## config.mk

```make
export PLATFORM = sky130hd
export DESIGN_NAME = aas_ctrl
export DESIGN_NICKNAME = d
export VERILOG_FILES = /design/src/hdl/aas_pkg.sv /design/src/hdl/aas_ctrl.sv
export SDC_FILE = /design/constraint.sdc
export NUM_CORES = 1
export LEC_CHECK = 0
export CAP_MARGIN = 20
export CORE_UTILIZATION = 36
export CTS_BUF_LIST = sky130_fd_sc_hd__clkbuf_8
export DETAILED_ROUTE_END_ITERATION = 16
export DONT_BUFFER_PORTS = 1
export HOLD_SLACK_MARGIN = 0.05
export PLACE_DENSITY = 0.58
export SLEW_MARGIN = 25
export SYNTH_ARGS = -nofsm -noshare
export SYNTH_HDL_FRONTEND = slang
export SYNTH_SLANG_ARGS = --single-unit
```

## constraint.sdc

```tcl
create_clock -name clk_i -period 2.8 [get_ports clk_i]
set_input_delay 0.56 -clock clk_i [delete_from_list [all_inputs] [get_ports clk_i]]
set_output_delay 0.56 -clock clk_i [all_outputs]
set_load 0.01 [all_outputs]
```

## src/hdl/aas_pkg.sv

```systemverilog
// Package for the area-averaging image scaler: sizes, state and command
// codes, and the control/status bundles between the controller and datapath.
// No dependencies.
`default_nettype none
package aas_pkg;

  localparam int unsigned MaxRows = 256;
  localparam int unsigned MaxCols = 256;
  localparam int unsigned RowW    = $clog2(MaxRows);
  localparam int unsigned ColW    = $clog2(MaxCols);
  localparam int unsigned AddrW   = RowW + ColW;
  localparam int unsigned CfgW    = 9;
  localparam int unsigned NumW    = 25;
  localparam int unsigned DenW    = 17;
  localparam int unsigned CntW    = 5;

  localparam logic [1:0] RegSrcRows = 2'd0;
  localparam logic [1:0] RegSrcCols = 2'd1;
  localparam logic [1:0] RegDstRows = 2'd2;
  localparam logic [1:0] RegDstCols = 2'd3;

  localparam logic CmdWrite   = 1'b0;
  localparam logic CmdCompute = 1'b1;

  localparam logic [2:0] DivYs  = 3'd0;
  localparam logic [2:0] DivYe  = 3'd1;
  localparam logic [2:0] DivXs  = 3'd2;
  localparam logic [2:0] DivXe  = 3'd3;
  localparam logic [2:0] DivRed = 3'd4;
  localparam logic [2:0] DivGrn = 3'd5;
  localparam logic [2:0] DivBlu = 3'd6;

  typedef enum logic [3:0] {
    ST_IDLE, ST_CHECK, ST_DIV_GO, ST_DIV_WAIT, ST_ROW_MUL, ST_ROW_WGT,
    ST_PIX_RD, ST_PIX_WX, ST_PIX_MW, ST_PIX_ACC, ST_OUT
  } state_e;

  typedef enum logic [3:0] {
    DP_NONE, DP_LOAD_IN, DP_DIV_START, DP_DIV_TAKE, DP_ROW_MUL, DP_ROW_WGT,
    DP_PIX_RD, DP_PIX_WX, DP_PIX_MW, DP_PIX_ACC, DP_OUT_LOAD
  } dp_op_e;

  typedef struct packed {
    dp_op_e     op;
    logic [2:0] div_sel;
  } ctl_t;

  typedef struct packed {
    logic div_busy;
    logic outside;
    logic x_last;
    logic y_last;
    logic out_free;
  } sts_t;

endpackage
`default_nettype wire

```

## src/hdl/aas_ctrl.sv

```systemverilog
// Controller state machine of the scaler: sequences divisions, the source
// walk and the result hand-off. Depends on aas_pkg.
`default_nettype none
module aas_ctrl import aas_pkg::*; (
  input  wire logic clk_i,
  input  wire logic rst_ni,
  input  wire logic in_valid_i,
  input  wire logic in_cmd_i,
  output logic      in_ready_o,
  input  wire sts_t sts_i,
  output ctl_t      ctl_o
);

  state_e     state_q, state_d;
  logic [2:0] sel_q, sel_d;

  always_comb begin
    state_d = state_q;
    sel_d   = sel_q;
    case (state_q)
      ST_IDLE: begin
        if (in_valid_i) state_d = (in_cmd_i == CmdWrite) ? ST_OUT : ST_CHECK;
      end
      ST_CHECK: begin
        sel_d   = DivYs;
        state_d = sts_i.outside ? ST_OUT : ST_DIV_GO;
      end
      ST_DIV_GO: state_d = ST_DIV_WAIT;
      ST_DIV_WAIT: begin
        if (!sts_i.div_busy) begin
          if (sel_q == DivXe) begin
            state_d = ST_ROW_MUL;
          end else if (sel_q == DivBlu) begin
            state_d = ST_OUT;
          end else begin
            sel_d   = sel_q + 1'b1;
            state_d = ST_DIV_GO;
          end
        end
      end
      ST_ROW_MUL: state_d = ST_ROW_WGT;
      ST_ROW_WGT: state_d = ST_PIX_RD;
      ST_PIX_RD:  state_d = ST_PIX_WX;
      ST_PIX_WX:  state_d = ST_PIX_MW;
      ST_PIX_MW:  state_d = ST_PIX_ACC;
      ST_PIX_ACC: begin
        if (sts_i.x_last && sts_i.y_last) begin
          sel_d   = DivRed;
          state_d = ST_DIV_GO;
        end else if (sts_i.x_last) begin
          state_d = ST_ROW_MUL;
        end else begin
          state_d = ST_PIX_RD;
        end
      end
      ST_OUT: begin
        if (sts_i.out_free) state_d = ST_IDLE;
      end
      default: state_d = ST_IDLE;
    endcase
  end

  always_comb begin
    ctl_o.op      = DP_NONE;
    ctl_o.div_sel = sel_q;
    in_ready_o    = 1'b0;
    case (state_q)
      ST_IDLE: begin
        in_ready_o = 1'b1;
        if (in_valid_i) ctl_o.op = DP_LOAD_IN;
      end
      ST_DIV_GO:   ctl_o.op = DP_DIV_START;
      ST_DIV_WAIT: if (!sts_i.div_busy) ctl_o.op = DP_DIV_TAKE;
      ST_ROW_MUL:  ctl_o.op = DP_ROW_MUL;
      ST_ROW_WGT:  ctl_o.op = DP_ROW_WGT;
      ST_PIX_RD:   ctl_o.op = DP_PIX_RD;
      ST_PIX_WX:   ctl_o.op = DP_PIX_WX;
      ST_PIX_MW:   ctl_o.op = DP_PIX_MW;
      ST_PIX_ACC:  ctl_o.op = DP_PIX_ACC;
      ST_OUT:      if (sts_i.out_free) ctl_o.op = DP_OUT_LOAD;
      default:     ctl_o.op = DP_NONE;
    endcase
  end

  always_ff @(posedge clk_i or negedge rst_ni) begin
    if (!rst_ni) begin
      state_q <= ST_IDLE;
      sel_q   <= DivYs;
    end else begin
      state_q <= state_d;
      sel_q   <= sel_d;
    end
  end

endmodule
`default_nettype wire

```

After elaboration in Yosys (flattened, before gate mapping)

Cells that the tools add are included.

Register bits: 7
Bits of input ports: 9
Word-level logic and storage cells: 46

Add/subtract/negate cells: 1
Equality and inequality tests: 18
Muxes and demuxes: 20
Reductions and logical operators: 5

Operator list:

| cell                                          | count |
|---|---|
| one-hot mux 4 bit (11 select lines)           | 1 |
| one-hot mux 4 bit (10 select lines)           | 1 |
| two-way mux 4 bit                             | 8 |
| == test 4 x 3 -> 1 bit, second input constant | 4 |
| two-way mux 3 bit                             | 5 |
| == test 4 bit, second input constant          | 3 |
| inequality test 2 bit, second input constant  | 6 |
| one-hot mux 3 bit (3 select lines)            | 1 |
| == test 4 x 2 -> 1 bit, second input constant | 2 |
| AND reduction 5 bit                           | 1 |
| == test 4 x 1 -> 1 bit, second input constant | 1 |
| logical NOT 4 bit                             | 1 |
| two-way mux 2 bit                             | 2 |
| adder 3 x 1 -> 3 bit, second input constant   | 1 |
| == test 3 x 2 -> 1 bit, second input constant | 1 |
| == test 3 bit, second input constant          | 1 |
| AND reduction 3 bit                           | 1 |
| nonzero test 3 bit                            | 1 |
| two-way mux 1 bit                             | 2 |
| logical AND 1 bit                             | 1 |

Longest topological paths before layout

Depth in word-level cells: 5
Depth in mapped cells: 6
Depth with buffers taken out: 6

Worst setup path after synthesis

No wires, ideal clock.

Path kind: reg2out
From: register state_q[0]
To: output port ctl_o[3] (netlist bit)
Arrival time: 1.217 ns
Required time: 2.240 ns
Slack: 1.023 ns
Stages on the path, launching flop included: 5
Path buffers: 1
Cells stage by stage: dfrtp_1 > clkbuf_1 > nor3b_1 > a21oi_1 > o32ai_1

RTL lines:

| element                | line           | RTL |
|---|---|---|
| from (decl)            | aas_ctrl.sv:14 | `state_e state_q, state_d;` |
| from (signal assigned) | aas_ctrl.sv:90 | `state_q <= state_d;` |
| to (decl)              | aas_ctrl.sv:11 | `output ctl_t ctl_o` |

==> impl_metrics.yaml <==
clock_network:
  clk_path_buf_depth: 2
  numCtsBuffers: 3
  cts.sinks: 7
  tritoncts: "yes"
  path_clk_slew_ns: 0.04
  ctsResizeCount: 0
  cts_root_buf: "clkbuf_8"
  insertion_delay_ns: 0.23
  htreeDepth: 1
die:
  row_count: 14
  die_height_um: 43.4
  dieArea_sq_um: 1880
  start_util_pct: 39.5
  ios: 17
  core_area_sq_um: 1560
  die_w_um: 43.4
place:
  gp_congestion: 0.801
  place_inst: 87
  dp_slack_ns: 0.806
  dp_hpwl_um: 1030
  io_buffers: 0
timing:
  rsz0062_at_grt: "false"
  finalSetupTns_ns: 0
  period_share_pct: 75.3
  setup-violations-final: 0
  fin_skew_ns: 0.000911
  worst_pin_slew_ns: 0.550
  slew_viol_final: 0
  relSlewSlack_pct: 63.3
  hold_viol: 0
  max_freq_ghz: 0.474
  layout_setup_ws_ns: 0.692
  period_minus_slack_ns: 2.11
detailed_routing:
  post_drt_wl_per_cell_um: 15.6
  drt_wl_total_um: 1440
  num_vias: 581
  drtPass1Iterations: 4
  drc: 0
  antenna_left: 0
  viasPerCell: 6.32
  drt_iter0_markers: 8
power_and_ir_drop:
  ir_drop_v: 0.000465
  switchingPower_uw: 354
  leakage_uw: 0.000286
  p_int_uw: 414
  p_comb_share_pct: 46.5
  p_per_area_nw_per_um2: 1160
  clockPowerShare_pct: 17.9
  switching_share_pct: 46.1
  seq_power_share_pct: 35.7
critical_path:
  crit_type: "flop to output port"
  cp_max_fo: 13
  cp.required_ns: 2.24
  crit_arrival_ns: 1.55
  worstSetupStartpointType: "flop"
  endpoint_kind: "output port"
  reg2reg_slack_ns: 0.81
finish:
  area_delta_synth_final_pct: 7.72
  nFillCells: 154
  n_antenna_cell: 0
  drive_above_1_share_pct: 9.21
  layout.nets: 89
  final_cells: 92
synthesis:
  synth_area_leaders: "dfrtp_1 28%, ha_1 6.1%, a21oi_1 4.9%"
  synth_top_area_cell: "dfrtp_1"
  yosysWarnings: 0
  synth-seq-area-share_pct: 28.5
  ys_top_cells_by_count: "7 x dfrtp_1, 7 x inv_1, 6 x a21oi_1"
  synth_ff_type: "dfrtp_1"
  postSynthAreaPerCell_sq_um: 8.10
  synth_seq_cells: 7
  synth.cell_area_sq_um: 616
  synth_cell_types: 34
  synth_edf_count: 0
  syn_nets: 88
  async_flop_share_pct: 100
  synth_top_area_share_pct: 28.5
  syn-instance-count: 76
grt:
  grt_max_degree: 20
  grt_pass1_wl_um: 2430
  overflow: 0
  antenna_found_initial: 0
  grt_pass1_vias: 512
  grtUsageTotal_pct: 17.3
flow_run:
  maxCapViolations: 0
min_path:
  hold_class: "input pin to flop"
run_status:
  status: "complete, no violations"
[power by group through the flow]
stage          Sequential (uW)  Combinational [uW]  Clock [uW]
2_1_floorplan              194                 379           0
3_3_place_gp               273                 357           0
3_5_place_dp               272                 354           0
4_1_cts                    272                 359         141
5_1_grt                    291                 401         148
6_report                   274                 357         137
[cell type report]
| type | instances | area, sq um | share of cell area, % |
|---|---|---|---|
| tap | 16 | 20.0 | 3.02 |
| multi-input combinational | 56 | 383 | 57.7 |
| timing repair buffer | 1 | 10.0 | 1.51 |
| inverter | 8 | 30.0 | 4.53 |
| clock buffer | 3 | 41.3 | 6.23 |
| sequential | 7 | 175 | 26.4 |
| clock inverter | 1 | 3.75 | 0.566 |
[state kept, by name, summed over array words and instances, names as in the netlist]
signal and flops:
state_q 4, sel_q 3
[final timing paths]
check / start / to / depth (start not counted)
worst max-delay path: state_q[3]$_DFFE_PN0P_ / ctl_o[4] / 4
worst min-delay path: sts_i[4] / state_q[0]$_DFFE_PN0P_ / 1
worst max register to register: sel_q[0]$_DFFE_PN0P_ / sel_q[1]$_DFFE_PN0P_ / 6
worst min register to register: sel_q[0]$_DFFE_PN0P_ / sel_q[0]$_DFFE_PN0P_ / 1
max in group asynchronous: rst_ni / sel_q[0]$_DFFE_PN0P_ / 1
min in group asynchronous: rst_ni / state_q[3]$_DFFE_PN0P_ / 1
[kinds of logic (layout without fill, tap and decap cells)]
logic type	after synthesis	in the layout	synth area share, %
buffers and inverters	13	13	9.35
AND/OR/NAND/NOR	22	22	20.7
multiplexers	1	1	1.63
adder cells (fa/ha/maj)	3	3	6.10
flip-flops	7	7	28.5
AO/OA/AOI/OAI	30	30	33.7
[cells in the final DEF, fill, tap and decap left out, drive strengths merged]
cell type / count
ha: 3
clkbuf: 3
a2111oi: 1
or4: 1
o32ai: 1
and2: 1
and3b: 1
or2: 1
a31oi: 3
a21boi: 3
a32o: 1
o22a: 1
a21oi: 6
nand2: 5
o21a: 2
o22ai: 2
nor4: 2
mux2i: 1
and3: 1
a211oi: 2
o211ai: 2
a31o: 1
dlygate4sd3: 1
o311a: 1
nand2b: 1
o21ai: 4
clkinv: 1
nor3b: 2
nor2: 3
nor2b: 4
dfrtp: 7
inv: 8
[repair_timing]
action,4_1_cts,5_1_grt
endpoints found under the hold margin,7,0
hold buffers,1,0
buffers inserted,0,0
[through the flow]
step	utilization (%)	hold slack [ns]	power, uW	area (sq um)
6_report	42.5	0.482	768	663
5_1_grt	42.5	0.482	841	663
3_5_place_dp	39.0	0.265	626	608
2_1_floorplan	-	0.264	573	616
3_3_place_gp	39.0	0.265	630	608
4_1_cts	42.5	0.485	772	663
[critical path, cell delays in order (launching register included)]
cell      delay, ns
dfrtp_1        0.54
clkinv_1       0.30
a21oi_1        0.18
nor2_1         0.06
o21a_1         0.24
[routing by layer]
layer  track usage, %  wire [um]
met1             23.2        659
met2             25.8        698
met3             8.33         77
met4             3.13          0
met5                0          0
Note: power is estimated with default switching activity, not from simulation.
